<file path="src/design/assert_macros.svh">
// Assertion macros shared by the design files.
// Each check is sampled on the rising clock edge and is held off while reset is asserted.
`ifndef ASSERT_MACROS_SVH
`define ASSERT_MACROS_SVH

// Check that a condition holds at every edge.
`define SNM_ASSERT(lbl, cond, msg) \
    lbl: assert property (@(posedge i_clk) disable iff (!i_rst_n) (cond)) else $error(msg);

// Check that the consequent holds in the same cycle as the antecedent.
`define SNM_ASSERT_IMP(lbl, ante, cons, msg) \
    lbl: assert property (@(posedge i_clk) disable iff (!i_rst_n) (ante) |-> (cons)) \
        else $error(msg);

// Check that the consequent holds in the cycle after the antecedent.
`define SNM_ASSERT_NXT(lbl, ante, cons, msg) \
    lbl: assert property (@(posedge i_clk) disable iff (!i_rst_n) (ante) |=> (cons)) \
        else $error(msg);

`endif

</file>
<file path="src/design/snm_pkg.sv">
package snm_pkg;

    localparam int NUM_CHANNELS = 6;

    localparam int CH_W       = 3;
    localparam int ROW_W      = CH_W + 1;
    localparam int ACC_ROWS   = 2 ** ROW_W;
    localparam int PAR_ROWS   = 2 ** CH_W;
    localparam int ACC_W      = 32;
    localparam int NOISE_W    = 17;
    localparam int GAIN_W     = 16;
    localparam int ORD_W      = 4;
    localparam int SH_W       = ORD_W + 1;
    localparam int PROD_W     = ACC_W + GAIN_W;
    localparam int LEVEL_W    = 16;
    localparam int SLOT_W     = 6;
    localparam int VAL_W      = 8;
    localparam int GAIN_SHIFT = 13;
    localparam int CFG_IDX_W  = 2;
    localparam int CFG_DATA_W = 16;

    // request kinds
    localparam logic [1:0] REQ_LIGHT = 2'd0;
    localparam logic [1:0] REQ_MOTOR = 2'd1;
    localparam logic [1:0] REQ_PARAM = 2'd2;

    // configuration register indexes
    localparam logic [CFG_IDX_W-1:0] CFG_MOTOR_GAIN  = 2'd0;
    localparam logic [CFG_IDX_W-1:0] CFG_MOTOR_ORDER = 2'd1;
    localparam logic [CFG_IDX_W-1:0] CFG_AUTO_EN     = 2'd2;

    localparam logic signed [GAIN_W-1:0]  MOTOR_GAIN_RST  = 16'sd2000;
    localparam logic [ORD_W-1:0]          MOTOR_ORDER_RST = 4'd10;
    localparam logic signed [LEVEL_W-1:0] MOTOR_OFFSET    = 16'sd512;
    localparam logic [SLOT_W-1:0]         SLOT_LIGHT_BASE = 6'd30;
    localparam logic [SLOT_W-1:0]         SLOT_MOTOR_BASE = 6'd24;

    typedef logic [3:0][ACC_W-1:0] t_acc_row;

    typedef struct packed {
        logic            vld;
        logic            is_motor;
        logic [CH_W-1:0] chan;
    } t_tag;

    typedef struct packed {
        logic [ORD_W-1:0]   ord_b;
        logic [ORD_W-1:0]   ord_a;
        logic [GAIN_W-1:0]  gain_b;
        logic [GAIN_W-1:0]  gain_a;
        logic [LEVEL_W-1:0] offset;
    } t_par;

    typedef struct packed {
        logic [SH_W-1:0]             k1a;
        logic [SH_W-1:0]             k2a;
        logic [SH_W-1:0]             k1b;
        logic [SH_W-1:0]             k2b;
        logic signed [GAIN_W-1:0]    gain_a;
        logic signed [GAIN_W-1:0]    gain_b;
        logic signed [LEVEL_W-1:0]   offset;
    } t_coef;

    typedef struct packed {
        logic             en;
        logic [ROW_W-1:0] row;
        t_acc_row         data;
    } t_acc_wr;

    typedef struct packed {
        t_tag                      tag;
        logic signed [ACC_W-1:0]   ya;
        logic signed [ACC_W-1:0]   yb;
        logic signed [GAIN_W-1:0]  gain_a;
        logic signed [GAIN_W-1:0]  gain_b;
        logic signed [LEVEL_W-1:0] offset;
    } t_mix_in;

    typedef struct packed {
        logic               vld;
        logic [SLOT_W-1:0]  slot;
        logic [VAL_W-1:0]   value;
        logic [LEVEL_W-1:0] level;
    } t_res;

    // accumulator row: motors sit in the upper half
    function automatic logic [ROW_W-1:0] row_of(input t_tag tag);
        return {tag.is_motor, tag.chan};
    endfunction

endpackage

</file>
<file path="src/design/snm_acc_mem.sv">
module snm_acc_mem import snm_pkg::*; (
    input  logic             i_clk,
    input  logic             i_rst_n,
    input  logic             i_rd_en,
    input  logic [ROW_W-1:0] i_rd_row,
    output t_acc_row         o_rd_data,
    input  t_acc_wr          i_wr
);

    t_acc_row              r_mem [ACC_ROWS];
    t_acc_row              r_rd_data;
    logic [ACC_ROWS-1:0]   r_row_ok;
    logic                  r_rd_ok;

    // rows never written read as zero
    always_ff @(posedge i_clk) begin
        if (!i_rst_n) begin
            r_row_ok <= '0;
            r_rd_ok  <= 1'b0;
        end else begin
            if (i_wr.en) begin
                r_row_ok[i_wr.row] <= 1'b1;
            end
            if (i_rd_en) begin
                r_rd_ok <= r_row_ok[i_rd_row];
            end
        end
    end

    always_ff @(posedge i_clk) begin
        if (i_wr.en) begin
            r_mem[i_wr.row] <= i_wr.data;
        end
        if (i_rd_en) begin
            r_rd_data <= r_mem[i_rd_row];
        end
    end

    assign o_rd_data = r_rd_ok ? r_rd_data : '0;

endmodule

</file>
<file path="config.mk">
export PLATFORM = sky130hd
export DESIGN_NAME = snm_acc_mem
export DESIGN_NICKNAME = d
export VERILOG_FILES = /design/src/design/assert_macros.svh /design/src/design/snm_pkg.sv /design/src/design/snm_acc_mem.sv
export SDC_FILE = /design/constraint.sdc
export NUM_CORES = 2
export LEC_CHECK = 0
export BUFFER_PORTS_ARGS = -buffer_cell sky130_fd_sc_hd__buf_2
export CAP_MARGIN = 20
export CORE_UTILIZATION = 65
export DETAILED_ROUTE_END_ITERATION = 10
export PLACE_DENSITY = 0.93
export SYNTH_ARGS = -nofsm -noshare
export SYNTH_HDL_FRONTEND = slang
export SYNTH_SLANG_ARGS = --single-unit
</file>
<file path="constraint.sdc">
create_clock -name i_clk -period 19.6 [get_ports i_clk]
set_input_delay 2.94 -clock i_clk [delete_from_list [all_inputs] [get_ports i_clk]]
set_output_delay 2.94 -clock i_clk [all_outputs]
set_load 0.01 [all_outputs]
</file>
# --- Word level (Yosys, flattened, before mapping) ---
# Memories as Yosys holds them, arrays and structs flattened. A register that Yosys moved wholly into a read port is not among the register bits.
# Index checks and enable logic that the tools add are counted.
op_classes:
  n_addsub: 0
  mul: 0
  div_mod_pow: 0
  order_cmp: 3
  n_eq_ne: 0
  shift: 0
  n_mux: 7
  bitwise_logic: 1
  reduce_logical: 1
op_table:
  columns: ["operator", "count"]
  rows:
  - ["$mux W128", 1]
  - ["$or A16 B16 Y16", 1]
  - ["$lt A4 B5 Y1 const B", 2]
  - ["$bmux W1 S4", 1]
  - ["$demux W1 S4", 1]
  - ["$ge A4 B1 Y1 const B", 1]
  - ["$mux W1", 4]
  - ["$logic_and A1 B1 Y1", 1]
word_totals:
  register_bits: 17
  latch_bits: 0
  ram_bits: 2048
  rom_bits: 0
  input_bits: 140
  out_inout_bits: 128
  wordCells: 15
  n_memories: 1
mem_list:
  columns: ["name", "words", "word_bits", "read_ports", "rd_ports_with_merged_regs", "write_ports", "line", "text"]
  rows:
  - ["r_mem", 16, 128, 1, 1, 1, "snm_acc_mem.sv:10", "t_acc_row r_mem [ACC_ROWS];"]

# --- Logic depth before layout (Yosys ltp) ---
depth:
  ltp_word: 5
  ltp_mapped: 7
  ltp_nobuf: 4

# --- Worst setup path after synthesis ---
# Ideal clock, no wire load.
synth_path:
  path_type: "input -> register"
  startpoint: "input i_wr[130] in the netlist's numbering"
  endpoint: "memory r_mem[0][0] in the netlist's numbering, enable pin"
  setup_ps: 776
  arrival_ps: 12144
  t_required_ps: 18824
  slack_ps: 6680
  path_stages: 2
  n_path_buf: 0
  path_cell_list: "or3b_2 > nor3_1"
synth_rtl:
  columns: ["item", "line", "text"]
  rows:
  - ["start: declaration", "snm_acc_mem.sv:7", "input t_acc_wr i_wr"]
  - ["end: declaration", "snm_acc_mem.sv:10", null]
# No word-level cell before the write port.

==> flow_summary.yaml <==
timing:
  fin_skew_ns: 0.0209
  timing.fmax_mhz: 135
  min_period_ns: 7.42
  max_slew_margin_pct: 18.3
  hold_viol_final: 0
  finalMaxSlewViolations: 0
  finalSetupViolCount: 0
  rsz0062_at_grt: "no"
  max_slew.worst_pin.slew_ns: 1.23
  tns_ns: 0
  fin_crit_sh_pct: 37.9
worst_hold_path:
  hold_path.startpoint: "r_row_ok[3]"
  hold_depth: 1
  hold_path.class: "flop to flop"
  whs_endpoint: "r_row_ok[3]"
cells_and_area:
  finalNonFillerCells: 5486
  most-common-layout-cells: "edfxtp_1 (2176), mux4_2 (610), buf_2 (262), clkbuf_16 (204), and2_1 (128)"
  num-nets-final: 3783
  drive_gt1_share_pct: 32.3
  layout_commonest_cell: "edfxtp_1"
  fill_cells: 6138
  syn_to_final_growth_pct: 11.7
  finalCoreUtilization_pct: 73.2
logic_synthesis:
  synth_xor_area_share_pct: 0
  syn_area_per_cell_sq_um: 25.1
  synth_adder_area_share_pct: 0
  synth-simple-area-share_pct: 1.39
  yosys_warnings: 0
  synth_seq_area_share_pct: 79.8
  ys_seq_elements: 2193
  synth_mux_area_share_pct: 17.1
  synthDistinctLibCells: 25
  synth_top_family_by_area: "multiplexers"
  netlist_area_sq_um: 82300
  synth_compound_area_share_pct: 0.674
  synth_cells: 3283
  syn-num-nets: 3423
placed_design:
  hpwlAfterDp_um: 104000
  globalplace.congestion: 0.747
  dpl.cell_count: 5094
  portBuffers: 267
route:
  drt_wl_total_um: 230000
  route.detailed.drc: 0
  drt_pass1_iterations: 5
  detail_route.vias_per_cell: 7.53
  drt-initial-drc-count: 7504
  post_drt_wl_per_cell_um: 42.0
  vias: 41300
  drt.antenna.violating_nets: 0
floorplan:
  die_h_um: 358
  fp-row-count: 130
  die-area_sq_um: 128000
  die_w_um: 358
  io_pins: 268
  core_sq_um: 126000
  start_util_pct: 65.5
power_and_ir_drop:
  p_switching_mw: 2.10
  intPower_mw: 7.58
  peakVddDrop_mv: 0.0974
  seq_power_share_pct: 55.1
  clkPwrFrac_pct: 40.0
  leakage_nw: 29.3
  powerDensity_nw_per_um2: 105
  p_comb_share_pct: 4.9
  p_sw_share_pct: 21.7
  power_mw: 9.68
global_route:
  grt-ovfl-total: 0
  grt_antenna_before_repair: 51
  grt_use_total_pct: 36.1
  grt_pass1_wl_um: 318000
  grt_pass1_vias: 41600
  grt_max_degree: 145
cts:
  clk_pin_slew_worst_paths_ns: 0.08
  post_cts_buffers: 0
  h-tree-depth: 4
  cts_sinks: 2193
  numCtsBuffers: 196
  cts_resized: 0
  cts.hold.buffers_added: 0
  root_buffer: "clkbuf_16"
  cts_buffer_depth: 3
  clock_latency_ns: 0.82
  cts_tree: "done"
critical_path:
  timing.critical_path.mode_cell: "buf_4"
  reg2reg_slack_ns: 17.27
  worstRegToRegCells: 3
  worstPathRequired_ns: 20.11
  startpoint: "i_rd_row[0]"
  worstSetupPathType: "input port to flop"
  crit_arrival_ns: 7.94
  r2r_start: "r_rd_ok"
  reg2reg_to: "r_rd_ok"
  cpMaxStageDelayCell: "buf_4"
  start_kind: "input port"
  endpoint_kind: "flop"
  crit_fanout: 111
  crit_chain: "buf_8 -> buf_12 -> buf_4 -> buf_4 -> buf_4 -> mux4_2 -> nor2b_1 -> a211oi_1 -> a21oi_1"
  cp_slowest_stage_delay_ns: 0.79
outcome:
  status: "completed"
run:
  drv_cap: 0
-- logic make-up after synthesis --
kind of cell,after synthesis
AO/OA/AOI/OAI,84
buffers and inverters,171
multiplexers,646
AND/OR/NAND/NOR,189
flip-flops,2193
-- how the worst max path moves through the flow --
stage,to,slack (ns)
floorplan,r_mem[0][0],6.68
global placement,r_rd_data[76],11.38
detailed placement,r_rd_data[82],11.25
CTS,r_rd_data[76],11.97
global route,r_rd_data[82],11.68
finish,r_rd_data[76],12.18
-- flip-flops by register name (all words and copies together) (netlist names) --
signal / flops
r_mem: 2048
r_rd_data: 128
r_rd_ok: 1
r_row_ok: 16
-- worst max-delay path, delay by kind of cell --
family	cells	cell delay [ns]
AO/OA/AOI/OAI	2	0.41
buffers and inverters	5	3.56
multiplexers	1	0.60
AND/OR/NAND/NOR	1	0.15
-- through the flow --
step | hold WS [ns] | cell area [sq um] | worst slack [ns]
5_1_grt | 0.522 | 91900 | 11.68
3_5_place_dp | 0.452 | 85600 | 11.25
4_1_cts | 0.517 | 91800 | 11.97
2_1_floorplan | 0.435 | 82300 | 6.68
6_report | 0.524 | 91900 | 12.18
3_3_place_gp | 0.442 | 85600 | 11.38
-- per-layer routing --
layer / part of all wire, % / global-route usage, %
met1: 33 / 46.8
met2: 50 / 58.0
met5: 0.097 / 0
met4: 5.7 / 19.7
met3: 11 / 8.06
-- layout make-up --
type                    count  area, sq um  area share [%]
flip-flops and latches   2193        65700            71.5
multi-input cells         919        15900            17.3
clock buffers             245         5260            5.72
well taps                1650         2060            2.25
repair buffers            332         1960            2.14
clock inverters           111          946            1.03
diodes                     35         87.6          0.0953
inverters                   1         3.75         0.00408
-- synth_stat cells --
| master | n | share of area (%) |
|---|---|---|
| o21a_1 | 16 | 0.15 |
| buf_1 | 15 | 0.068 |
| a211oi_1 | 32 | 0.29 |
| buf_2 | 56 | 0.34 |
| or3b_2 | 1 | 0.011 |
| nand3b_1 | 3 | 0.027 |
| dfxtp_1 | 17 | 0.41 |
| edfxtp_1 | 2176 | 79 |
| nand2b_1 | 2 | 0.015 |
| nand2_1 | 2 | 0.0091 |
| nand3_1 | 2 | 0.012 |
| a32oi_1 | 1 | 0.011 |
| and2_1 | 128 | 0.97 |
| inv_1 | 1 | 0.0046 |
| mux2i_1 | 36 | 0.44 |
| mux4_2 | 610 | 17 |
| clkbuf_1 | 81 | 0.37 |
| nor2b_1 | 33 | 0.25 |
| buf_6 | 8 | 0.11 |
| a221oi_1 | 2 | 0.021 |
| a21oi_1 | 32 | 0.19 |
| o211ai_1 | 1 | 0.0091 |
| nor3_1 | 4 | 0.024 |
| nor2_1 | 14 | 0.064 |
| buf_4 | 10 | 0.091 |
-- power by group through the flow --
stage          logic, mW  registers, mW  clock network, mW
5_1_grt            0.488           5.33               4.04
3_3_place_gp       0.419           5.40                  0
4_1_cts            0.468           5.33               3.86
2_1_floorplan      0.275           5.41                  0
3_5_place_dp       0.446           5.42                  0
6_report           0.472           5.33               3.87
No activity file was read; power rests on OpenSTA's default activity.
