## config.mk

```make
export PLATFORM = sky130hd
export DESIGN_NAME = snm_mix
export DESIGN_NICKNAME = d
export VERILOG_FILES = /design/src/design/assert_macros.svh /design/src/design/snm_pkg.sv /design/src/design/snm_mix.sv
export SDC_FILE = /design/constraint.sdc
export NUM_CORES = 2
export LEC_CHECK = 0
export BUFFER_PORTS_ARGS = -buffer_cell sky130_fd_sc_hd__buf_2
export CAP_MARGIN = 20
export CELL_PAD_IN_SITES_DETAIL_PLACEMENT = 1
export CELL_PAD_IN_SITES_GLOBAL_PLACEMENT = 2
export CORE_ASPECT_RATIO = 1.4
export CORE_MARGIN = 2
export CORE_UTILIZATION = 44
export DETAILED_ROUTE_END_ITERATION = 8
export PLACE_DENSITY_LB_ADDON = 0.1
export SLEW_MARGIN = 5
export SYNTH_ARGS = -nofsm -noshare
export SYNTH_HDL_FRONTEND = slang
export SYNTH_SLANG_ARGS = --single-unit
```

## constraint.sdc

```tcl
create_clock -name i_clk -period 12.95 [get_ports i_clk]
set_input_delay 1.295 -clock i_clk [delete_from_list [all_inputs] [get_ports i_clk]]
set_output_delay 1.295 -clock i_clk [all_outputs]
set_load 0.05 [all_outputs]
```

## src/design/assert_macros.svh

```systemverilog
// Assertion macros shared by the design files.
// Each check is sampled on the rising clock edge and is held off while reset is asserted.
`ifndef ASSERT_MACROS_SVH
`define ASSERT_MACROS_SVH

// Check that a condition holds at every edge.
`define SNM_ASSERT(lbl, cond, msg) \
    lbl: assert property (@(posedge i_clk) disable iff (!i_rst_n) (cond)) else $error(msg);

// Check that the consequent holds in the same cycle as the antecedent.
`define SNM_ASSERT_IMP(lbl, ante, cons, msg) \
    lbl: assert property (@(posedge i_clk) disable iff (!i_rst_n) (ante) |-> (cons)) \
        else $error(msg);

// Check that the consequent holds in the cycle after the antecedent.
`define SNM_ASSERT_NXT(lbl, ante, cons, msg) \
    lbl: assert property (@(posedge i_clk) disable iff (!i_rst_n) (ante) |=> (cons)) \
        else $error(msg);

`endif

```

## src/design/snm_pkg.sv

```systemverilog
package snm_pkg;

    localparam int NUM_CHANNELS = 6;

    localparam int CH_W       = 3;
    localparam int ROW_W      = CH_W + 1;
    localparam int ACC_ROWS   = 2 ** ROW_W;
    localparam int PAR_ROWS   = 2 ** CH_W;
    localparam int ACC_W      = 32;
    localparam int NOISE_W    = 17;
    localparam int GAIN_W     = 16;
    localparam int ORD_W      = 4;
    localparam int SH_W       = ORD_W + 1;
    localparam int PROD_W     = ACC_W + GAIN_W;
    localparam int LEVEL_W    = 16;
    localparam int SLOT_W     = 6;
    localparam int VAL_W      = 8;
    localparam int GAIN_SHIFT = 13;
    localparam int CFG_IDX_W  = 2;
    localparam int CFG_DATA_W = 16;

    // request kinds
    localparam logic [1:0] REQ_LIGHT = 2'd0;
    localparam logic [1:0] REQ_MOTOR = 2'd1;
    localparam logic [1:0] REQ_PARAM = 2'd2;

    // configuration register indexes
    localparam logic [CFG_IDX_W-1:0] CFG_MOTOR_GAIN  = 2'd0;
    localparam logic [CFG_IDX_W-1:0] CFG_MOTOR_ORDER = 2'd1;
    localparam logic [CFG_IDX_W-1:0] CFG_AUTO_EN     = 2'd2;

    localparam logic signed [GAIN_W-1:0]  MOTOR_GAIN_RST  = 16'sd2000;
    localparam logic [ORD_W-1:0]          MOTOR_ORDER_RST = 4'd10;
    localparam logic signed [LEVEL_W-1:0] MOTOR_OFFSET    = 16'sd512;
    localparam logic [SLOT_W-1:0]         SLOT_LIGHT_BASE = 6'd30;
    localparam logic [SLOT_W-1:0]         SLOT_MOTOR_BASE = 6'd24;

    typedef logic [3:0][ACC_W-1:0] t_acc_row;

    typedef struct packed {
        logic            vld;
        logic            is_motor;
        logic [CH_W-1:0] chan;
    } t_tag;

    typedef struct packed {
        logic [ORD_W-1:0]   ord_b;
        logic [ORD_W-1:0]   ord_a;
        logic [GAIN_W-1:0]  gain_b;
        logic [GAIN_W-1:0]  gain_a;
        logic [LEVEL_W-1:0] offset;
    } t_par;

    typedef struct packed {
        logic [SH_W-1:0]             k1a;
        logic [SH_W-1:0]             k2a;
        logic [SH_W-1:0]             k1b;
        logic [SH_W-1:0]             k2b;
        logic signed [GAIN_W-1:0]    gain_a;
        logic signed [GAIN_W-1:0]    gain_b;
        logic signed [LEVEL_W-1:0]   offset;
    } t_coef;

    typedef struct packed {
        logic             en;
        logic [ROW_W-1:0] row;
        t_acc_row         data;
    } t_acc_wr;

    typedef struct packed {
        t_tag                      tag;
        logic signed [ACC_W-1:0]   ya;
        logic signed [ACC_W-1:0]   yb;
        logic signed [GAIN_W-1:0]  gain_a;
        logic signed [GAIN_W-1:0]  gain_b;
        logic signed [LEVEL_W-1:0] offset;
    } t_mix_in;

    typedef struct packed {
        logic               vld;
        logic [SLOT_W-1:0]  slot;
        logic [VAL_W-1:0]   value;
        logic [LEVEL_W-1:0] level;
    } t_res;

    // accumulator row: motors sit in the upper half
    function automatic logic [ROW_W-1:0] row_of(input t_tag tag);
        return {tag.is_motor, tag.chan};
    endfunction

endpackage

```

## src/design/snm_mix.sv

```systemverilog
module snm_mix import snm_pkg::*; (
    input  logic    i_clk,
    input  logic    i_rst_n,
    input  logic    i_adv,
    input  t_mix_in i_mix,
    output t_res    o_res
);

    localparam int V_W = LEVEL_W - 2;
    localparam logic signed [V_W-1:0] V_MAX       = V_W'(255);
    localparam logic signed [V_W-1:0] V_MIN_LIGHT = V_W'(0);
    localparam logic signed [V_W-1:0] V_MIN_MOTOR = V_W'(1);

    logic signed [PROD_W-1:0] pa, pb;
    t_tag                     r_tag;
    logic signed [PROD_W-1:0] r_pa, r_pb;
    logic [LEVEL_W-1:0]       r_offset;
    logic [LEVEL_W-1:0]       level;
    logic signed [V_W-1:0]    v, v_min;
    logic [VAL_W-1:0]         value;

    assign pa = $signed(i_mix.ya) * $signed(i_mix.gain_a);
    assign pb = $signed(i_mix.yb) * $signed(i_mix.gain_b);

    always_ff @(posedge i_clk) begin
        if (!i_rst_n) begin
            r_tag <= '0;
        end else if (i_adv) begin
            r_tag <= i_mix.tag;
        end
    end

    always_ff @(posedge i_clk) begin
        if (i_adv) begin
            r_pa     <= pa;
            r_pb     <= pb;
            r_offset <= i_mix.offset;
        end
    end

    // only the low 16 bits of each shifted product reach the level
    always_comb begin
        level = r_pa[GAIN_SHIFT +: LEVEL_W] + r_pb[GAIN_SHIFT +: LEVEL_W] + r_offset;
        v     = $signed(level[LEVEL_W-1:2]);
        v_min = r_tag.is_motor ? V_MIN_MOTOR : V_MIN_LIGHT;
        if (v > V_MAX) begin
            value = VAL_W'(V_MAX);
        end else if (v < v_min) begin
            value = VAL_W'(v_min);
        end else begin
            value = v[VAL_W-1:0];
        end
    end

    assign o_res.vld   = r_tag.vld;
    assign o_res.slot  = (r_tag.is_motor ? SLOT_MOTOR_BASE : SLOT_LIGHT_BASE)
                         + SLOT_W'(r_tag.chan);
    assign o_res.value = value;
    assign o_res.level = level;

endmodule

```

# --- Word level (Yosys, flattened, before mapping) ---
# Cells that the tools add are included.
totals:
  register_bits: 79
  input_bits: 120
  out_inout_bits: 31
  word_cells: 17
op_classes:
  magnitude_cmp: 2
  n_mux: 4
  mul: 2
  add_sub_neg: 3
ops:
  columns: ["cell", "count"]
  rows:
  - ["32-bit by 16-bit multiplier with 29-bit output", 2]
  - ["16-bit adder", 2]
  - ["8-bit two-way mux", 2]
  - ["14-bit by 9-bit greater-than comparator with 1-bit output, second input constant", 1]
  - ["14-bit by 2-bit less-than comparator with 1-bit output", 1]
  - ["5-bit by 3-bit adder with 6-bit output", 1]
  - ["3-bit two-way mux", 1]
  - ["1-bit two-way mux", 1]

# --- Logic depth before layout (Yosys ltp) ---
depth:
  word_depth: 5
  depth_mapped: 24
  mapped_depth_nobuf: 22

# --- Worst setup path after synthesis ---
# No wires, ideal clock.
synth_path:
  path_kind: "in2reg"
  start: "in i_mix[33] in the netlist's numbering"
  end: "reg r_pa[28], data pin"
  required_time_ps: 12691
  arrival_time_ps: 6759
  path_slack_ps: 5932
  path_stages: 23
  n_path_buf: 2
  setup_ps: 259
  cell_sequence: "clkbuf_1 > clkbuf_1 > nand2_1 > fa_1 > inv_1 > fa_1 > inv_1 > fa_1 > inv_1 > fa_1 > fa_1 > inv_1 > fa_1 > inv_1 > ha_1 > nand2_1 > nor3_1 > nand3_1 > o32ai_1 > o21ai_0 > a22oi_1 > a21oi_1 > xnor2_1"
synth_between:
  elab_chain_len: 1
synth_rtl:
  columns: ["item", "line", "text"]
  rows:
  - ["start, declared", "snm_mix.sv:5", "input t_mix_in i_mix,"]
  - ["32-bit by 16-bit multiplier with 29-bit output", "snm_mix.sv:22", "assign pa = $signed(i_mix.ya) * $signed(i_mix.gain_a);"]
  - ["via pa[28]", "snm_mix.sv:14", "logic signed [PROD_W-1:0] pa, pb;"]
  - ["end signal, assigned", "snm_mix.sv:35", "r_pa <= pa;"]
  - ["end, declared", "snm_mix.sv:16", "logic signed [PROD_W-1:0] r_pa, r_pb;"]
# The timed path passes the listed nets, and every way through them passes these cells.
# A chain may end at the register's enable or synchronous reset.

# --- Final worst setup path ---
# Ends and elaborated chain as after synthesis.

==> results.yml <==
detailed_routing:
  dr_total_vias: 16800
  routed_wirelength_um: 65800
  routedWlPerCell_um: 20.0
  drt.antenna.violating_nets: 0
  first_pass_iters: 5
  vias_per_cell: 5.12
  drtIter0Drc: 528
  drc: 0
floorplanning:
  die_area_sq_um: 54300
  die_h_um: 275
  start_util_pct: 44.4
  die_width_um: 197
  core-area_sq_um: 51900
  io_pins: 151
  row_count: 99
sta:
  rsz0062_at_grt: "no"
  finalSetupViolCount: 0
  fin_crit_ns: 7.99
  setup_ws_ns: 4.96
  fmax_mhz: 125
  fin_crit_sh_pct: 61.7
  hold_violations: 0
  slew_headroom_pct: 39.1
  tns_ns: 0
  whs_ns: 0.531
  report.final.slew_viol_count: 0
  fin_skew_ns: 0
  tightest_slew_ns: 0.907
global_route:
  gr-usage-met1_pct: 27.3
  antenna_found_initial: 1
  grt-ovfl-total: 0
  met2_usage_pct: 52.6
  grt_pass1_wl_um: 106000
  grt_max_degree: 54
  grt.total_usage_pct: 25.6
  busiest_layer: "met2"
  grt_use_met3_pct: 1.50
  grt_pass1_vias: 19800
synth:
  syn-num-nets: 3423
  synth_area_per_cell_sq_um: 8.92
  synth_warnings: 0
  synth_edf_count: 48
  synthArstFlopShare_pct: 0
  synth_top_area_share_pct: 46.8
  yosysMostFrequentCell: "inv_1"
  synth_top_area_cell: "fa_1"
  ys_ff_latch: 53
  synthCells: 2583
  synth.cell_area_sq_um: 23100
  synthFlopType: "edfxtp_1"
  ys_seq_area_share_pct: 6.69
  synth_cell_types: 56
  synth_area_leaders: "fa_1 47%, inv_1 11%, ha_1 9.8%, nand2_1 6.8%, and2_1 6.8%"
  yosys-top-cells-count: "700 x inv_1, 539 x fa_1, 419 x nand2_1"
clock_tree:
  holdBufCountCts: 0
  cts_inserted_buffers: 5
  tritoncts: "yes"
  cts_setup_buffers: 0
  clk_pin_slew_ns: 0.08
  cts_resized: 0
  htree_levels: 2
  clk_latency_ns: 0.31
  clockBufferDepth: 2
  cts_root_buffer: "clkbuf_16"
  numClockSinks: 53
layout:
  areaGrowthSynthToFinish_pct: 5.70
  nFillCells: 6163
  seqCellArea_sq_um: 1540
  drive_gt1_share_pct: 6.23
  nets: 3470
  antenna_cells: 0
  finish.utilization_pct: 46.9
  multi_input_area_sq_um: 18500
critical_path:
  end_kind: "flop"
  cp_slowest_cell: "o21ai_0"
  path_common_cell: "fa_1"
  worst-path-max-fanout: 27
  critPathMaxStageDelay_ns: 0.62
  cp.arrival_ns: 8.04
  ff2ff_path_depth: 2
  cp.required_ns: 13.00
  crit_chain: "buf_2 > nand2_1 > fa_1 > fa_1 > fa_1 > fa_1 > inv_1 > fa_1 > fa_1 > ha_1 > a211oi_1 > o21ai_0 > a211oi_1 > o32ai_1 > o21ai_0 > a22oi_1 > a21oi_1 > xnor2_1"
  criticalPathCategory: "input pin to flop"
  start_kind: "input pin"
outcome:
  status: "finished, final reports clean"
placed_design:
  place_ws_ns: 4.53
  io_buffers: 144
  dp.final_hpwl_um: 53200
  gp_congestion: 0.840
min_path:
  hp-class: "flop to flop"
  hold_path_depth: 2
run:
  drv_cap: 0
-- critical path, delay by kind of cell --
kind	cells	cell delay (ns)
buffers and inverters	2	0.65
AOI/OAI and AO/OA	7	2.41
adders and majority gates	7	3.38
and+or+nand+nor	1	0.18
xor gates and xnor gates	1	0.09
-- through the flow --
stage                     cells  area (sq um)
after floorplan            2583         23100
after global placement     3279         24200
after detailed placement   3279         24200
after CTS                  3287         24400
after global routing       3287         24400
final                      3287         24400
-- logic make-up (layout without fill, tap and decap cells) --
group	Yosys count	after routing	synth area share [%]
AO/OA/AOI/OAI	118	118	3.33
XOR/XNOR	102	102	3.88
flip-flops	53	53	6.69
multiplexers	6	6	0.261
adder cells (fa/ha/maj)	720	720	56.6
buffers and inverters	809	857	13.2
AND/OR/NAND/NOR	775	775	16.0
-- routing by layer --
layer,share of wire (%),vias to the layer above
met5,0.020,-
li1,-,7484
met3,2.1,99
met1,35,8984
met4,3.3,2
met2,59,263
-- sequential cells by signal, summed over array words and instances (netlist names) --
signal and count:
o_res 1, r_pb 16, r_tag 4, r_offset 16
r_pa 16
-- cells in the final DEF (no fill, tap or decap), types with 3 or more instances in the layout --
cell type / Yosys / routed
nand3_1: 8 / 8
o21bai_1: 4 / 4
nand3b_1: 3 / 3
edfxtp_1: 48 / 48
and3_1: 4 / 4
and2_1: 249 / 249
nor2_1: 43 / 43
ha_1: 181 / 181
inv_1: 700 / 700
buf_4: 3 / 3
nor2b_1: 10 / 10
clkbuf_16: 0 / 6
xor2_1: 28 / 28
nand2_1: 419 / 419
a21o_1: 11 / 11
a211oi_1: 4 / 4
nand4_1: 4 / 4
nand2b_1: 16 / 16
o21a_1: 5 / 5
xnor2_1: 74 / 74
a31oi_1: 3 / 3
a21oi_1: 38 / 38
dfxtp_1: 5 / 5
or3_1: 3 / 3
fa_1: 539 / 539
o21ai_0: 27 / 27
nor3_1: 9 / 9
mux2i_1: 6 / 6
buf_2: 0 / 144
-- path summary, 6_finish.rpt --
check | start | endpoint | slack [ns]
setup / recovery | i_mix[33] | r_pa[28]$_DFFE_PP_ | 4.96
hold / removal | r_tag[0]$_SDFFE_PN0P_ | r_tag[0]$_SDFFE_PN0P_ | 0.53
hold reg to reg | r_tag[0]$_SDFFE_PN0P_ | r_tag[0]$_SDFFE_PN0P_ | 0.53
setup reg to reg | r_tag[2]$_SDFFE_PN0P_ | r_tag[2]$_SDFFE_PN0P_ | 12.32
-- area by class of cell --
cell class | instances | area share (%)
Clock buffer | 7 | 0.632
Clock inverter | 1 | 0.0359
Inverter | 702 | 10.8
Multi-Input combinational cell | 1721 | 75.8
Sequential cell | 53 | 6.33
Tap cell | 656 | 3.37
Timing Repair Buffer | 147 | 3.05
Power is not shown: default switching activity piles up to over one toggle a cycle in this logic, so the estimate is an artifact.
