`config.mk`:
```
export PLATFORM = sky130hd
export DESIGN_NAME = snm_cascade
export DESIGN_NICKNAME = d
export VERILOG_FILES = /design/src/design/assert_macros.svh /design/src/design/snm_pkg.sv /design/src/design/snm_cascade.sv
export SDC_FILE = /design/constraint.sdc
export NUM_CORES = 2
export LEC_CHECK = 0
export CAP_MARGIN = 20
export CORE_MARGIN = 5
export CORE_UTILIZATION = 50
export CTS_CLUSTER_SIZE = 20
export DETAILED_ROUTE_END_ITERATION = 7
export DONT_BUFFER_PORTS = 1
export GPL_ROUTABILITY_DRIVEN = 0
export RECOVER_POWER = 100
export SYNTH_ARGS = -nofsm -noshare
export SYNTH_HDL_FRONTEND = slang
export SYNTH_SLANG_ARGS = --single-unit
```
`constraint.sdc`:
```
create_clock -name i_clk -period 9.35 [get_ports i_clk]
set_input_delay 0 -clock i_clk [delete_from_list [all_inputs] [get_ports i_clk]]
set_output_delay 0 -clock i_clk [all_outputs]
set_load 0.03 [all_outputs]
```
`src/design/assert_macros.svh`:
```
// Assertion macros shared by the design files.
// Each check is sampled on the rising clock edge and is held off while reset is asserted.
`ifndef ASSERT_MACROS_SVH
`define ASSERT_MACROS_SVH

// Check that a condition holds at every edge.
`define SNM_ASSERT(lbl, cond, msg) \
    lbl: assert property (@(posedge i_clk) disable iff (!i_rst_n) (cond)) else $error(msg);

// Check that the consequent holds in the same cycle as the antecedent.
`define SNM_ASSERT_IMP(lbl, ante, cons, msg) \
    lbl: assert property (@(posedge i_clk) disable iff (!i_rst_n) (ante) |-> (cons)) \
        else $error(msg);

// Check that the consequent holds in the cycle after the antecedent.
`define SNM_ASSERT_NXT(lbl, ante, cons, msg) \
    lbl: assert property (@(posedge i_clk) disable iff (!i_rst_n) (ante) |=> (cons)) \
        else $error(msg);

`endif

```
`src/design/snm_pkg.sv`:
```
package snm_pkg;

    localparam int NUM_CHANNELS = 6;

    localparam int CH_W       = 3;
    localparam int ROW_W      = CH_W + 1;
    localparam int ACC_ROWS   = 2 ** ROW_W;
    localparam int PAR_ROWS   = 2 ** CH_W;
    localparam int ACC_W      = 32;
    localparam int NOISE_W    = 17;
    localparam int GAIN_W     = 16;
    localparam int ORD_W      = 4;
    localparam int SH_W       = ORD_W + 1;
    localparam int PROD_W     = ACC_W + GAIN_W;
    localparam int LEVEL_W    = 16;
    localparam int SLOT_W     = 6;
    localparam int VAL_W      = 8;
    localparam int GAIN_SHIFT = 13;
    localparam int CFG_IDX_W  = 2;
    localparam int CFG_DATA_W = 16;

    // request kinds
    localparam logic [1:0] REQ_LIGHT = 2'd0;
    localparam logic [1:0] REQ_MOTOR = 2'd1;
    localparam logic [1:0] REQ_PARAM = 2'd2;

    // configuration register indexes
    localparam logic [CFG_IDX_W-1:0] CFG_MOTOR_GAIN  = 2'd0;
    localparam logic [CFG_IDX_W-1:0] CFG_MOTOR_ORDER = 2'd1;
    localparam logic [CFG_IDX_W-1:0] CFG_AUTO_EN     = 2'd2;

    localparam logic signed [GAIN_W-1:0]  MOTOR_GAIN_RST  = 16'sd2000;
    localparam logic [ORD_W-1:0]          MOTOR_ORDER_RST = 4'd10;
    localparam logic signed [LEVEL_W-1:0] MOTOR_OFFSET    = 16'sd512;
    localparam logic [SLOT_W-1:0]         SLOT_LIGHT_BASE = 6'd30;
    localparam logic [SLOT_W-1:0]         SLOT_MOTOR_BASE = 6'd24;

    typedef logic [3:0][ACC_W-1:0] t_acc_row;

    typedef struct packed {
        logic            vld;
        logic            is_motor;
        logic [CH_W-1:0] chan;
    } t_tag;

    typedef struct packed {
        logic [ORD_W-1:0]   ord_b;
        logic [ORD_W-1:0]   ord_a;
        logic [GAIN_W-1:0]  gain_b;
        logic [GAIN_W-1:0]  gain_a;
        logic [LEVEL_W-1:0] offset;
    } t_par;

    typedef struct packed {
        logic [SH_W-1:0]             k1a;
        logic [SH_W-1:0]             k2a;
        logic [SH_W-1:0]             k1b;
        logic [SH_W-1:0]             k2b;
        logic signed [GAIN_W-1:0]    gain_a;
        logic signed [GAIN_W-1:0]    gain_b;
        logic signed [LEVEL_W-1:0]   offset;
    } t_coef;

    typedef struct packed {
        logic             en;
        logic [ROW_W-1:0] row;
        t_acc_row         data;
    } t_acc_wr;

    typedef struct packed {
        t_tag                      tag;
        logic signed [ACC_W-1:0]   ya;
        logic signed [ACC_W-1:0]   yb;
        logic signed [GAIN_W-1:0]  gain_a;
        logic signed [GAIN_W-1:0]  gain_b;
        logic signed [LEVEL_W-1:0] offset;
    } t_mix_in;

    typedef struct packed {
        logic               vld;
        logic [SLOT_W-1:0]  slot;
        logic [VAL_W-1:0]   value;
        logic [LEVEL_W-1:0] level;
    } t_res;

    // accumulator row: motors sit in the upper half
    function automatic logic [ROW_W-1:0] row_of(input t_tag tag);
        return {tag.is_motor, tag.chan};
    endfunction

endpackage

```
`src/design/snm_cascade.sv`:
```
module snm_cascade import snm_pkg::*; (
    input  logic                      i_clk,
    input  logic                      i_rst_n,
    input  logic                      i_adv,
    input  t_tag                      i_tag,
    input  t_acc_row                  i_acc,
    input  logic signed [NOISE_W-1:0] i_noise_a,
    input  logic signed [NOISE_W-1:0] i_noise_b,
    input  t_coef                     i_coef,
    output t_tag                      o_p2_tag,
    output t_acc_wr                   o_wr,
    output t_mix_in                   o_mix
);

    function automatic logic signed [ACC_W-1:0] leak(
        input logic signed [ACC_W-1:0] acc,
        input logic [SH_W-1:0]         k,
        input logic signed [ACC_W-1:0] x
    );
        return acc - (acc >>> k) + x;
    endfunction

    logic signed [ACC_W-1:0] na_ext, nb_ext;
    logic signed [ACC_W-1:0] acc0_n, acc2_n, y1a, y1b;
    logic signed [ACC_W-1:0] acc1_n, acc3_n, ya, yb;

    t_tag                      r_p2_tag, r_p3_tag;
    logic signed [ACC_W-1:0]   r_acc0_n, r_acc2_n, r_acc1, r_acc3, r_y1a, r_y1b;
    logic [SH_W-1:0]           r_k2a, r_k2b;
    logic signed [GAIN_W-1:0]  r_gain_a, r_gain_b, r_p3_gain_a, r_p3_gain_b;
    logic signed [LEVEL_W-1:0] r_offset, r_p3_offset;
    logic signed [ACC_W-1:0]   r_ya, r_yb;

    // first stage of both cascades
    always_comb begin
        na_ext = ACC_W'(i_noise_a);
        nb_ext = ACC_W'(i_noise_b);
        acc0_n = leak($signed(i_acc[0]), i_coef.k1a, na_ext);
        acc2_n = leak($signed(i_acc[2]), i_coef.k1b, nb_ext);
        y1a    = acc0_n >>> i_coef.k1a;
        y1b    = acc2_n >>> i_coef.k1b;
    end

    // second stage, fed by the first
    always_comb begin
        acc1_n = leak(r_acc1, r_k2a, r_y1a);
        acc3_n = leak(r_acc3, r_k2b, r_y1b);
        ya     = acc1_n >>> r_k2a;
        yb     = acc3_n >>> r_k2b;
    end

    always_ff @(posedge i_clk) begin
        if (!i_rst_n) begin
            r_p2_tag <= '0;
            r_p3_tag <= '0;
        end else if (i_adv) begin
            r_p2_tag <= i_tag;
            r_p3_tag <= r_p2_tag;
        end
    end

    always_ff @(posedge i_clk) begin
        if (i_adv) begin
            r_acc0_n    <= acc0_n;
            r_acc2_n    <= acc2_n;
            r_acc1      <= $signed(i_acc[1]);
            r_acc3      <= $signed(i_acc[3]);
            r_y1a       <= y1a;
            r_y1b       <= y1b;
            r_k2a       <= i_coef.k2a;
            r_k2b       <= i_coef.k2b;
            r_gain_a    <= i_coef.gain_a;
            r_gain_b    <= i_coef.gain_b;
            r_offset    <= i_coef.offset;
            r_ya        <= ya;
            r_yb        <= yb;
            r_p3_gain_a <= r_gain_a;
            r_p3_gain_b <= r_gain_b;
            r_p3_offset <= r_offset;
        end
    end

    // write the row back as the request leaves the second stage
    assign o_wr.en   = r_p2_tag.vld && i_adv;
    assign o_wr.row  = row_of(r_p2_tag);
    assign o_wr.data = {acc3_n, r_acc2_n, acc1_n, r_acc0_n};

    assign o_p2_tag = r_p2_tag;

    assign o_mix.tag    = r_p3_tag;
    assign o_mix.ya     = r_ya;
    assign o_mix.yb     = r_yb;
    assign o_mix.gain_a = r_p3_gain_a;
    assign o_mix.gain_b = r_p3_gain_b;
    assign o_mix.offset = r_p3_offset;

endmodule

```
# Yosys cells after proc, flatten, opt, wreduce, memory -nomap -nowiden
# Index checks and enable logic that the tools add are counted.
# classes
add_sub_neg	8
shifts	8
reduce_logical	1
# ops
cell	n
>>> shifter 32 x 5 -> 32 bit	8
subtractor 32 bit	4
adder 32 x 17 -> 32 bit	2
adder 32 bit	2
logical AND 1 bit	1
# word_totals
ff_bits	372
wordCells	39

# Depth between registers and ports, before layout
# depth
ltp_word	4
ltp_mapped	27
ltp_nobuf	24

# Worst setup path before layout
# No wires, ideal clock.
# synth_path
kind	reg2reg
startpoint	register r_k2b[1]
endpoint	register r_yb[0], data pin
t_arrival_ps	6077
slack_ps	3106
path_stages_with_launch	22
path_buffers	4
period_less_slack_ps	6244
path_cell_list	edfxtp_1 -> clkbuf_1 -> clkbuf_1 -> buf_1 -> buf_1 -> o211ai_1 -> o21ai_0 -> mux2i_1 -> mux4_2 -> fa_1 -> inv_1 -> ha_1 -> a21o_1 -> a221o_1 -> and2_1 -> a311oi_2 -> o21ai_1 -> xor2_1 -> mux2i_1 -> mux2_2 -> mux4_2 -> a211oi_1
# synth_rtl
item	line_no	source
start, declared	snm_cascade.sv:29	logic [SH_W-1:0] r_k2a, r_k2b;
start signal, assigned	snm_cascade.sv:71	r_k2b <= i_coef.k2b;
end signal, assigned	snm_cascade.sv:76	r_yb <= yb;
end, declared	snm_cascade.sv:32	logic signed [ACC_W-1:0] r_ya, r_yb;

==> results.json <==
{
  "yosys.cell_types.count": 111,
  "synth_edf_count": 360,
  "crit_arrival_ns": 8.56,
  "grt_pass1_wl_mm": 193.6,
  "worst_slack_ns": 1.079,
  "worst_slew_pin_slew_ns": 7.478,
  "grt_overflow": 0,
  "endpoint_kind": "flop",
  "cap_violations": 2,
  "slew_viol_final": 205,
  "use_met3_pct": 6.352,
  "grt_max_degree": 366,
  "antenna_found_initial": 4,
  "synth_fp_nets": 4882,
  "clock-skew-final_ns": 0.02539,
  "ys_seq_area_share_pct": 28.66,
  "yosys_warnings": 0,
  "critPathSlowestCell": "clkbuf_1",
  "synth.area.top_cells": "edfxtp_1 28%, mux4_2 7.2%, fa_1 6.5%",
  "cts_num_sinks": 370,
  "grt_busiest_layer": "met2",
  "maxSlewHeadroom_pct": -398.5,
  "synth_flop_cell": "edfxtp_1",
  "use_met1_pct": 39.66,
  "cp_cell_sequence": "clkinv_1, clkbuf_1, nand2_1, nor2_1, mux2_1, o21ai_0, nor2_1, a31o_2, fa_1, inv_1, ha_1, a21oi_1, o21ai_0, o41ai_2, and3_1, xor2_1, inv_1, mux4_2, a221oi_1, mux2_2, o211ai_1",
  "grt_usage_pct": 29.44,
  "setup_tns_ns": 0,
  "leakage_uw": 0.01744,
  "place_inst": 5178,
  "detail_route.vias_per_cell": 6.338,
  "die_y_um": 287.2,
  "dpl.hpwl_mm": 95.47,
  "ir_drop_mv": 0.1967,
  "min_path_type": "primary input to flop",
  "ys_ff_latch": 370,
  "post-route-period-util_pct": 88.46,
  "cp_data_required_time_ns": 9.63,
  "routedWlPerCell_um": 23.63,
  "path_clk_slew_ns": 0.06,
  "start_util_pct": 50.50,
  "syn_inst": 4392,
  "area_growth_pct": 8.637,
  "p_per_area_mw_per_mm2": 352.7,
  "yosys.area.top_type_share_pct": 28.14,
  "design.die.area_sq_mm": 0.08248,
  "cts_max_level": 2,
  "tritoncts": "yes",
  "die_x_um": 287.2,
  "drive_gt1_share_pct": 7.638,
  "port_buffers": 0,
  "numCtsBuffers": 42,
  "max_stage_delay_ns": 1.09,
  "fin_cells": 5418,
  "syn_area_sq_mm": 0.03842,
  "nets": 4844,
  "critPathKind": "flop to flop",
  "hold_viol_final": 0,
  "status": "finished with violations",
  "vias": 34340,
  "critPathMaxFanout": 27,
  "grt_pass1_vias": 32440,
  "firstDrtPassIters": 8,
  "synth-async-reset-ratio_pct": 0,
  "cts_resized": 0,
  "grt.met2_usage_pct": 47.14,
  "detail-route-antenna-nets": 0,
  "critPathTopFamily": "compound AO/OA/AOI/OAI gates",
  "violations": "max-capacitance violations, max-slew violations",
  "rsz0062_at_grt": "no",
  "clockBufferDepth": 3,
  "synth_top_area_cell": "edfxtp_1",
  "finalSetupViolCount": 0,
  "critPathBufInv": 4,
  "core_area_sq_mm": 0.07608,
  "clock_latency_ns": 0.58,
  "drt_iter0_drc": 3505,
  "fmax_mhz": 120.9,
  "worstSetupStartpointType": "flop",
  "postCtsSetupRepairBufs": 0,
  "synth_area_per_cell_sq_um": 8.748,
  "io_pins": 493,
  "dp_slack_ns": 2.006,
  "cts-root-buf": "clkbuf_16",
  "route.detailed.drc": 0,
  "fin_crit_ns": 8.271,
  "routed_wl_mm": 128.0,
  "num_rows": 101
}
-- sequential cells by signal, indices dropped and copies added, names as in the netlist --
register / cells
r_y1a: 31
r_acc1: 32
r_gain_b: 16
r_p3_offset: 16
r_ya: 32
r_p3_gain_a: 16
r_acc0_n: 32
r_k2b: 5
r_acc3: 32
r_k2a: 5
r_gain_a: 16
r_p3_gain_b: 16
r_y1b: 31
r_yb: 32
o_p2_tag: 5
r_offset: 16
o_mix: 5
r_acc2_n: 32
-- kinds of logic (layout without fill, tap and decap cells) --
kind of cell / count (synthesis) / count (layout) / synth area share, %
fa+ha+maj: 252 / 252 / 10.63
other cells: 0 / 2 / 0
xor+xnor: 96 / 96 / 2.228
compound gates: 1251 / 1251 / 21.94
flops: 370 / 370 / 28.66
mux: 364 / 364 / 13.70
simple gates: 1244 / 1244 / 14.44
buf+inv: 815 / 809 / 8.405
-- worst min-delay path, stage by stage --
cell and delay [ns]:
nand2_1 0.04, o2bb2ai_1 0.12, o21bai_1 0.15, a221o_1 0.18
-- repair_timing --
item | CTS | global route
hold buffers | 157 | 1
endpoints found under the setup margin | 0 | 0
hold endpoints to repair | 554 | 17
-- report_power, final --
part	total [uW]	internal [uW]	switching, uW
sequential	3220	2440	775
combinational	9800	3250	6550
clock	1700	1010	692
total	14700	6710	8020
-- final timing paths --
kind                                             from                        to  slack (ns)  cells past startpoint
worst max-delay path               r_k2a[1]$_DFFE_PP_        r_ya[17]$_DFFE_PP_        1.08                     21
worst min-delay path                       i_coef[55]        r_y1b[3]$_DFFE_PP_        0.04                      4
worst max register to register     r_k2a[1]$_DFFE_PP_        r_ya[17]$_DFFE_PP_        1.08                     21
worst min register to register  r_gain_a[0]$_DFFE_PP_  r_p3_gain_a[0]$_DFFE_PP_        0.42                      0
-- synthesized netlist by cell type (15+ instances only) --
library cell and count:
nor3_1 58, clkbuf_1 213, o21a_1 39, edfxtp_1 360, o21ai_0 266, and2_1 46
and3_1 36, a211oi_1 75, o221ai_1 20, nand2_1 553, nor2_1 303, mux2_2 50
a221oi_1 25, fa_1 124, a211o_1 21, nand3_1 82, nand4_1 34, xor2_1 44
nand2b_1 28, inv_1 505, mux4_2 123, o21ai_1 22, ha_1 128, xnor2_1 50
buf_1 53, o211a_1 21, or3_1 15, a31oi_1 55, o211ai_1 69, a221o_1 18
a21oi_1 302, o31ai_1 15, a21o_1 61, nor2b_1 22, o22ai_1 18, mux2i_1 189
-- final cells by class --
type,count,area [sq um]
clock inverter,24,292.8
inverter,518,1944
sequential,370,11010
multi-input combinational,3207,24120
antenna,2,5.005
clock buffer,52,1110
tap,1030,1289
fill,7237,34340
timing repair buffer,215,1963
-- routing by layer --
layer / vias to the layer above / routed length, um
li1: 15880 / -
met1: 16450 / 53350
met2: 1666 / 58210
met3: 334 / 10900
met4: 6 / 5517
met5: - / 45
-- cells in the final DEF, fill, tap and decap left out, types with 50 or more instances in the layout --
master	count
a21o_1	61
nor2_1	303
xnor2_1	50
ha_1	128
dlygate4sd3_1	156
nand3_1	82
edfxtp_1	360
fa_1	124
a31oi_1	57
nand2_1	553
inv_1	506
nor3_1	58
mux4_2	123
a21oi_1	304
o211ai_1	69
a211oi_1	73
o21ai_0	276
mux2i_1	190
-- through the flow --
step           util [%]  hold WS, ns  power [uW]  area, sq um
2_1_floorplan         -      0.09887       10230        38420
3_3_place_gp      51.06      0.09893       12820        38840
3_5_place_dp      51.08      0.09892       12860        38860
4_1_cts           55.02     0.001337       14750        41860
5_1_grt           54.86      0.01089       15640        41730
6_report          54.86      0.04362       14720        41740
Power figures use the tool's default switching activity.
