File: src/design/assert_macros.svh
// Assertion macros shared by the design files.
// Each check is sampled on the rising clock edge and is held off while reset is asserted.
`ifndef ASSERT_MACROS_SVH
`define ASSERT_MACROS_SVH

// Check that a condition holds at every edge.
`define SNM_ASSERT(lbl, cond, msg) \
    lbl: assert property (@(posedge i_clk) disable iff (!i_rst_n) (cond)) else $error(msg);

// Check that the consequent holds in the same cycle as the antecedent.
`define SNM_ASSERT_IMP(lbl, ante, cons, msg) \
    lbl: assert property (@(posedge i_clk) disable iff (!i_rst_n) (ante) |-> (cons)) \
        else $error(msg);

// Check that the consequent holds in the cycle after the antecedent.
`define SNM_ASSERT_NXT(lbl, ante, cons, msg) \
    lbl: assert property (@(posedge i_clk) disable iff (!i_rst_n) (ante) |=> (cons)) \
        else $error(msg);

`endif

File: src/design/snm_pkg.sv
package snm_pkg;

    localparam int NUM_CHANNELS = 6;

    localparam int CH_W       = 3;
    localparam int ROW_W      = CH_W + 1;
    localparam int ACC_ROWS   = 2 ** ROW_W;
    localparam int PAR_ROWS   = 2 ** CH_W;
    localparam int ACC_W      = 32;
    localparam int NOISE_W    = 17;
    localparam int GAIN_W     = 16;
    localparam int ORD_W      = 4;
    localparam int SH_W       = ORD_W + 1;
    localparam int PROD_W     = ACC_W + GAIN_W;
    localparam int LEVEL_W    = 16;
    localparam int SLOT_W     = 6;
    localparam int VAL_W      = 8;
    localparam int GAIN_SHIFT = 13;
    localparam int CFG_IDX_W  = 2;
    localparam int CFG_DATA_W = 16;

    // request kinds
    localparam logic [1:0] REQ_LIGHT = 2'd0;
    localparam logic [1:0] REQ_MOTOR = 2'd1;
    localparam logic [1:0] REQ_PARAM = 2'd2;

    // configuration register indexes
    localparam logic [CFG_IDX_W-1:0] CFG_MOTOR_GAIN  = 2'd0;
    localparam logic [CFG_IDX_W-1:0] CFG_MOTOR_ORDER = 2'd1;
    localparam logic [CFG_IDX_W-1:0] CFG_AUTO_EN     = 2'd2;

    localparam logic signed [GAIN_W-1:0]  MOTOR_GAIN_RST  = 16'sd2000;
    localparam logic [ORD_W-1:0]          MOTOR_ORDER_RST = 4'd10;
    localparam logic signed [LEVEL_W-1:0] MOTOR_OFFSET    = 16'sd512;
    localparam logic [SLOT_W-1:0]         SLOT_LIGHT_BASE = 6'd30;
    localparam logic [SLOT_W-1:0]         SLOT_MOTOR_BASE = 6'd24;

    typedef logic [3:0][ACC_W-1:0] t_acc_row;

    typedef struct packed {
        logic            vld;
        logic            is_motor;
        logic [CH_W-1:0] chan;
    } t_tag;

    typedef struct packed {
        logic [ORD_W-1:0]   ord_b;
        logic [ORD_W-1:0]   ord_a;
        logic [GAIN_W-1:0]  gain_b;
        logic [GAIN_W-1:0]  gain_a;
        logic [LEVEL_W-1:0] offset;
    } t_par;

    typedef struct packed {
        logic [SH_W-1:0]             k1a;
        logic [SH_W-1:0]             k2a;
        logic [SH_W-1:0]             k1b;
        logic [SH_W-1:0]             k2b;
        logic signed [GAIN_W-1:0]    gain_a;
        logic signed [GAIN_W-1:0]    gain_b;
        logic signed [LEVEL_W-1:0]   offset;
    } t_coef;

    typedef struct packed {
        logic             en;
        logic [ROW_W-1:0] row;
        t_acc_row         data;
    } t_acc_wr;

    typedef struct packed {
        t_tag                      tag;
        logic signed [ACC_W-1:0]   ya;
        logic signed [ACC_W-1:0]   yb;
        logic signed [GAIN_W-1:0]  gain_a;
        logic signed [GAIN_W-1:0]  gain_b;
        logic signed [LEVEL_W-1:0] offset;
    } t_mix_in;

    typedef struct packed {
        logic               vld;
        logic [SLOT_W-1:0]  slot;
        logic [VAL_W-1:0]   value;
        logic [LEVEL_W-1:0] level;
    } t_res;

    // accumulator row: motors sit in the upper half
    function automatic logic [ROW_W-1:0] row_of(input t_tag tag);
        return {tag.is_motor, tag.chan};
    endfunction

endpackage

File: src/design/snm_par_mem.sv
module snm_par_mem import snm_pkg::*; (
    input  logic            i_clk,
    input  logic            i_rst_n,
    input  logic            i_rd_en,
    input  logic [CH_W-1:0] i_rd_chan,
    output t_par            o_rd_data,
    input  logic            i_wr_en,
    input  logic [CH_W-1:0] i_wr_chan,
    input  t_par            i_wr_data
);

    t_par                r_mem [PAR_ROWS];
    t_par                r_rd_data;
    logic [PAR_ROWS-1:0] r_row_ok;
    logic                r_rd_ok;

    // channels never written read as zero
    always_ff @(posedge i_clk) begin
        if (!i_rst_n) begin
            r_row_ok <= '0;
            r_rd_ok  <= 1'b0;
        end else begin
            if (i_wr_en) begin
                r_row_ok[i_wr_chan] <= 1'b1;
            end
            if (i_rd_en) begin
                r_rd_ok <= r_row_ok[i_rd_chan];
            end
        end
    end

    always_ff @(posedge i_clk) begin
        if (i_wr_en) begin
            r_mem[i_wr_chan] <= i_wr_data;
        end
        if (i_rd_en) begin
            r_rd_data <= r_mem[i_rd_chan];
        end
    end

    assign o_rd_data = r_rd_ok ? r_rd_data : '0;

endmodule

File: config.mk
export PLATFORM = sky130hd
export DESIGN_NAME = snm_par_mem
export DESIGN_NICKNAME = d
export VERILOG_FILES = /design/src/design/assert_macros.svh /design/src/design/snm_pkg.sv /design/src/design/snm_par_mem.sv
export SDC_FILE = /design/constraint.sdc
export NUM_CORES = 1
export LEC_CHECK = 0
export BUFFER_PORTS_ARGS = -buffer_cell sky130_fd_sc_hd__buf_2
export CAP_MARGIN = 5
export CORE_MARGIN = 2
export CORE_UTILIZATION = 45
export CTS_BUF_LIST = sky130_fd_sc_hd__clkbuf_8
export CTS_CLUSTER_DIAMETER = 150
export DETAILED_ROUTE_END_ITERATION = 7
export PLACE_DENSITY_LB_ADDON = 0.25
export SETUP_SLACK_MARGIN = 0.5
export SLEW_MARGIN = 10
export SYNTH_ARGS = -nofsm -noshare
export SYNTH_HDL_FRONTEND = slang
export SYNTH_SLANG_ARGS = --single-unit
File: constraint.sdc
create_clock -name i_clk -period 7 [get_ports i_clk]
set_input_delay 1.4 -clock i_clk [delete_from_list [all_inputs] [get_ports i_clk]]
set_output_delay 1.4 -clock i_clk [all_outputs]
set_load 0.1 [all_outputs]
Yosys cells after proc, flatten, opt, wreduce, memory -nomap -nowiden:

Memory sizes are Yosys's and may differ from the RTL's. A register that Yosys moved wholly into a read port is not among the register bits.
Index checks and enable logic that the tools add are counted.

* $mul: 0
* equal/unequal tests: 0
* order comparisons: 3
* reductions and logical operators: 1
* shifts and indexed selects: 0
* bitwise operators: 1
* muxes and demuxes: 7
* add/sub/neg operators: 0
* div/mod/pow operators: 0

Operators by type and width (number)
* $mux W56: 1
* $lt A3 B4 Y1 const B: 2
* $or A8 B8 Y8: 1
* $mux W1: 4
* $bmux W1 S3: 1
* $demux W1 S3: 1
* $ge A3 B1 Y1 const B: 1
* $logic_and A1 B1 Y1: 1

* register bits after elaboration: 9
* bits in latches: 0
* bits in read-only memories: 0
* bits in writable memories: 448
* memories: 1
* bits of input ports: 66

Memory list
* r_mem: words 8, width 56, read ports 1, clocked after memory_dff 1, write ports 1, RTL line snm_par_mem.sv:12 `t_par r_mem [PAR_ROWS];`

Depth between registers and ports, before layout:

Gate-level depths: netlist of run 1.

* depth in word-level cells: 5
* depth in mapped cells: 6
* gate-level depth less buffers: 3

Worst setup path after synthesis of run 1:

No wires, ideal clock.

* kind: input port to flip-flop
* start: input i_wr_chan[2]
* end: memory r_mem[0][0] (netlist name), enable pin
* cell stages on the path: 2
* data required time: 6.458 ns
* path buffers: 0
* path slack: 1.014 ns
* library setup time: 0.542 ns
* data arrival time: 5.444 ns
* cell sequence: nand2b_1 > nor3_1

RTL lines
* from (decl): RTL line snm_par_mem.sv:8 `input logic [CH_W-1:0] i_wr_chan,`
* to (decl): RTL line snm_par_mem.sv:12

No word-level cell before the write port.

==> reports/results.ini, run 1 <==
[logic_synthesis]
syn_avg_cell_area_um2 = 23.92
ys_ff_latch = 513
synth_nets = 870
yosysSeqAreaShare = 0.7964
yosysWarnings = 0
netlist.area_leader.share = 0.7870
synth_area_leaders = edfxtp_1 (79%), mux4_2 (13%), mux2_2 (3.3%), and2_1 (1.8%), dfxtp_1 (0.94%)
ys_types = 20
syn_area_mm2 = 0.01923
yosys.area.top_type = edfxtp_1
postSynthCellCount = 804

[status]
outcome = completed

[clocking]
post-cts-setup-buffer-count = 0
cts_tree = yes
insertion_delay_ns = 0.62
htree_num_levels = 3
cts-buffers-inserted = 81
ctsResizeCount = 0
cts_hold_buf = 0
cts.sinks = 513
path_clk_slew_ns = 0.06
cts_buffer_depth = 3
cts_root_buf = clkbuf_8

[global_routing]
grt_pass1_wl_mm = 55.70
antenna_found_initial = 6
grt_overflow = 0
grt_pass1_vias = 9072
gr-usage-all-layers = 0.1726
grt_max_degree = 73

[routing]
ant_nets = 0
wl_mm = 37.34
vias = 8500
drt_first_pass_iters = 5
drc = 0
routedWlPerCell_um = 23.62
dr.first_iter.drc_count = 699
via_per_inst = 5.376

[sta]
hold_violations = 0
skew_ns = 0.03593
slew-limit-headroom = 0.2302
min_period_ns = 3.793
period_share = 0.5419
final.setup.tns_ns = 0
tightest_slew_ns = 1.152
rsz0062_at_grt = false
finalWorstSetupSlack_ns = 3.207
timing_max_transition_violations_final = 0
max_freq_ghz = 0.2636
finalSetupViolCount = 0

[hold_path]
min_to = r_row_ok[1]
min_path_type = reg -> reg
min_from = r_row_ok[1]
hold_depth = 1

[critical_path]
worstPathRequired_ns = 5.60
max_stage_delay_ns = 0.55
critPathMaxFanout = 41
worst-r2r-setup-slack_ns = 5.61
crit_chain = buf_4, and2_1, buf_2
crit_family = buffers and inverters
cp.arrival_ns = 2.39
reg2reg_from = r_mem[4][54]
r2r_end = r_rd_data[54]
path_buf_inv = 2
r2r_cells = 2
crit_slowest_cell = dfxtp_2
path_class = reg -> out
end_kind = output port
critPathLaunchType = flip-flop

[final_layout]
utilization = 0.5222
syn_to_final_growth_pct = 14.17
nNetsFinal = 1048
stdcell_count = 1581
drive_gt1_frac = 0.3913

[power]
power_density_mw_per_mm2 = 286.5
ir_drop_uv = 171.9
p_leak_nw = 7.361

[floorplanning]
fp-row-count = 75
die_w_um = 210.7
initial_core_util = 0.4574
core_mm2 = 0.04204
io_pins = 122
dieArea_mm2 = 0.04440
die_h_um = 210.7

[place]
pre_cts_slack_ns = 3.051
gp_congestion = 0.6764
io_buffers = 121
dpl.cell_count = 1438
dp_hpwl_mm = 18.20

[flow_run]
maxCapViolations = 0

==> through the flow <==
step           instance area, um2  power (mW)  hold WS [ns]
6_report                    21950       6.289        0.4651
5_1_grt                     21950       6.514        0.4865
4_1_cts                     21950       6.364        0.4675
3_5_place_dp                20460       4.009        0.4530
3_3_place_gp                20460       3.999        0.4468
2_1_floorplan               19230       3.876        0.4400
==> flip-flops by register name, summed over array words and instances (netlist names) <==
register,flops
r_mem,448
r_row_ok,8
r_rd_data,56
r_rd_ok,1
==> placed cells by master (no fill, tap or decap), drive strengths merged, types with 2 or more instances in the layout <==
cell / instances
clkbuf: 85
inv: 32
clkinv: 20
bufinv: 4
mux2: 56
mux4: 113
edfxtp: 504
and2: 56
nand2b: 3
nor3: 2
mux2i: 4
nor2: 6
dfxtp: 9
nand2: 2
diode: 2
o21a: 8
buf: 133
==> cells in the mapped netlist <==
cell type,n
a21oi_1,1
and2_1,56
buf_1,1
buf_12,1
buf_2,16
buf_4,1
buf_6,3
buf_8,1
clkbuf_1,16
dfxtp_1,9
edfxtp_1,504
mux2_2,56
mux2i_1,4
mux4_2,113
nand2_1,2
nand2b_1,3
nor2_1,6
nor3_1,2
o21a_1,8
o21ai_0,1
==> power by group <==
group          leakage, nW  switching [mW]  internal (mW)  total [mW]
registers             4.69          0.0282           3.50        3.53
logic                 1.80           0.259          0.145       0.404
clock network        0.873            1.10           1.25        2.35
==> cell type report <==
type | count | area (um2)
antenna | 2 | 5.005
clock buffer | 84 | 1156
multi-input combinational | 252 | 3750
sequential | 513 | 15320
fill | 3311 | 20090
tap | 539 | 674.4
timing repair buffer | 134 | 719.4
clock inverter | 57 | 334.1
==> cells by family after synthesis <==
| group | Yosys count | synth area share |
|---|---|---|
| muxes | 173 | 0.1672 |
| and+or+nand+nor | 69 | 0.02128 |
| buffers and inverters | 39 | 0.01145 |
| AOI/OAI and AO/OA | 10 | 0.003643 |
| DFF | 513 | 0.7964 |
==> how the worst max path moves through the flow <==
stage,from,end,slack [ns],depth (start not counted)
after global placement,i_rd_chan[0],r_rd_data[24],3.09,4
after global routing,r_rd_ok,o_rd_data[17],3.05,3
final,r_rd_ok,o_rd_data[17],3.21,3
after floorplan,i_wr_chan[2],r_mem[0][0],1.01,2
after CTS,r_rd_ok,o_rd_data[27],3.08,3
after detailed placement,i_rd_chan[1],r_rd_data[29],3.05,4
==> layer usage <==
layer	global-route usage	share of wire	vias up	wire length, um
li1	-	-	3728	-
met1	0.2346	0.44	4480	16460
met2	0.2797	0.49	224	18140
met3	0.04193	0.054	60	2010
met4	0.05172	0.018	8	673
met5	0	0.0015	-	56
Power figures use the tool's default switching activity.
==> run 2: changes to the inputs <==
==> constraint.sdc (replaced) <==
create_clock -name i_clk -period 3.4 [get_ports i_clk]
set_input_delay 0.68 -clock i_clk [delete_from_list [all_inputs] [get_ports i_clk]]
set_output_delay 0.68 -clock i_clk [all_outputs]
set_load 0.1 [all_outputs]
==> run 2 against run 1 <==
  * Sequential cell count is the same
  * Sequential power grew 110%
  * Die area is the same
  * Critical path depth is the same
  * Via count grew 1.4%
  * Count of clock-buffer cells in the layout shrank 1
  * Sequential share of layout area shrank 1.2 points
  * Combinational power grew 120%
  * Clock power grew 110%
  * Critical path type unchanged
  * Largest cell class unchanged
==> reports/results.ini, run 2 (same netlist as run 1, synthesis figures left out) <==
[final_layout]
largest_reg_flops = 448
final_cell_mix = edfxtp_1 (504), buf_2 (117), mux4_2 (113), clkbuf_8 (84)
reg_top3 = r_mem: 448 flops, r_rd_data: 56 flops, r_row_ok: 8 flops
syn_to_final_growth_pct = 16.20
regMostFlops = r_mem
layout_commonest_cell = edfxtp_1
nNetsFinal = 1061
n_antenna_cell = 0
drive_gt1_frac = 0.4066
num-fill-cells = 3308
design_area_mm2 = 0.02235

[global_routing]
grt_pass1_wl_mm = 57.13
grt_pass1_vias = 8986
grt_util_met3 = 0.04208
antenna_found_initial = 5
grt_overflow = 0
grt_max_degree = 60
gr-usage-met2 = 0.2688
met1_usage = 0.2588
top_usage_layer = met2
gr-usage-all-layers = 0.1769

[floorplanning]
die_w_um = 210.7
dieArea_mm2 = 0.04440
core_mm2 = 0.04204
fp-row-count = 75
initial_core_util = 0.4574
die_h_um = 210.7
io_pins = 122

[clocking]
cts.sinks = 513
cts_root_buf = clkbuf_8
path_clk_slew_ns = 0.06
cts_buffer_depth = 3
cts-buffers-inserted = 81
insertion_delay_ns = 0.63
cts_tree = yes
cts_hold_buf = 0
htree_num_levels = 3
post-cts-setup-buffer-count = 0
ctsResizeCount = 0

[place]
io_buffers = 121
dp_hpwl_mm = 19.08
place_area_mm2 = 0.02081
pre_cts_slack_ns = 0.8561
gp_congestion = 0.6864

[sta]
max_freq_ghz = 0.3741
hold_violations = 0
timing_max_transition_violations_final = 0
min_period_ns = 2.673
skew_ns = 0.02757
rsz0062_at_grt = false
finalWorstSetupSlack_ns = 0.7271
final.setup.tns_ns = 0
slew-limit-headroom = 0.5125
holdWs_ns = 0.3219
period_share = 0.7862
finalSetupViolCount = 0
tightest_slew_ns = 0.7296

[critical_path]
critPathLaunch = r_rd_ok
reg2reg_from = r_mem[3][42]
critPathLaunchType = flip-flop
cp.arrival_ns = 1.99
path_class = reg -> out
worst-r2r-setup-slack_ns = 2.01
end_kind = output port
r2r_cells = 2
worstPathRequired_ns = 2.72
critPathMaxFanout = 25
r2r_end = r_rd_data[42]

[routing]
vias = 8615
drt_first_pass_iters = 5
via_per_inst = 5.405
wl_mm = 38.14
ant_nets = 0
dr.first_iter.drc_count = 554
drc = 0
routedWlPerCell_um = 23.93

[hold_path]
min_to = r_mem[5][54]
min_path_type = in -> reg
hold_depth = 1
min_from = i_wr_data[54]

[power]
ir_drop_uv = 337.0
power_density_mw_per_mm2 = 586.2
power_mw = 13.10
p_leak_nw = 7.517

[flow_run]
maxCapViolations = 0

[status]
outcome = completed

-- run 2: changes by cell type in the layout (fill, tap and decap cells not counted), sizes merged --
| cell | delta |
|---|---|
| diode | -2 |
| clkinvlp | +2 |
| clkbuf | -1 |
| buf | +13 |
| bufinv | +1 |
-- run 2: through the flow --
| step | util | std cells |
|---|---|---|
| after floorplan | - | 804 |
| after global placement | 0.4949 | 1451 |
| after detailed placement | 0.4949 | 1451 |
| after CTS | 0.5315 | 1594 |
| after global routing | 0.5315 | 1594 |
| final | 0.5315 | 1594 |
-- run 2: cell type report --
| type | instances | area (um2) | share of cell area |
|---|---|---|---|
| Timing Repair Buffer | 147 | 1055 | 0.04720 |
| Clock buffer | 83 | 1142 | 0.05112 |
| Tap cell | 539 | 674.4 | 0.03018 |
| Clock inverter | 60 | 395.4 | 0.01769 |
| Sequential cell | 513 | 15320 | 0.6854 |
| Multi-Input combinational cell | 252 | 3762 | 0.1684 |
-- run 2: where the power goes --
part / internal (mW) / switching (mW) / leakage, nW
logic: 0.326 / 0.547 / 1.94
clock network: 2.66 / 2.30 / 0.891
registers: 7.21 / 0.0533 / 4.69
-- run 2: worst max path at each step --
stage                          endpoint  slack [ns]  cells past startpoint
final                     o_rd_data[11]        0.73                      3
after global placement    r_rd_data[21]        0.86                      4
after floorplan             r_mem[2][0]       -0.34                      2
after detailed placement  r_rd_data[23]        0.86                      4
after CTS                 o_rd_data[55]        0.66                      3
after global routing      o_rd_data[14]        0.63                      3
-- run 2: critical path, stage by stage, from the launching register on --
cell	delay [ns]
dfxtp_2	0.32
buf_4	0.30
and2_1	0.29
buf_2	0.46
-- run 2: per-layer routing --
layer  wire length (um)  vias up
met5                 68        -
met4                597       10
met3               2138       62
met2              18110      244
met1              17230     4539
li1                   -     3760
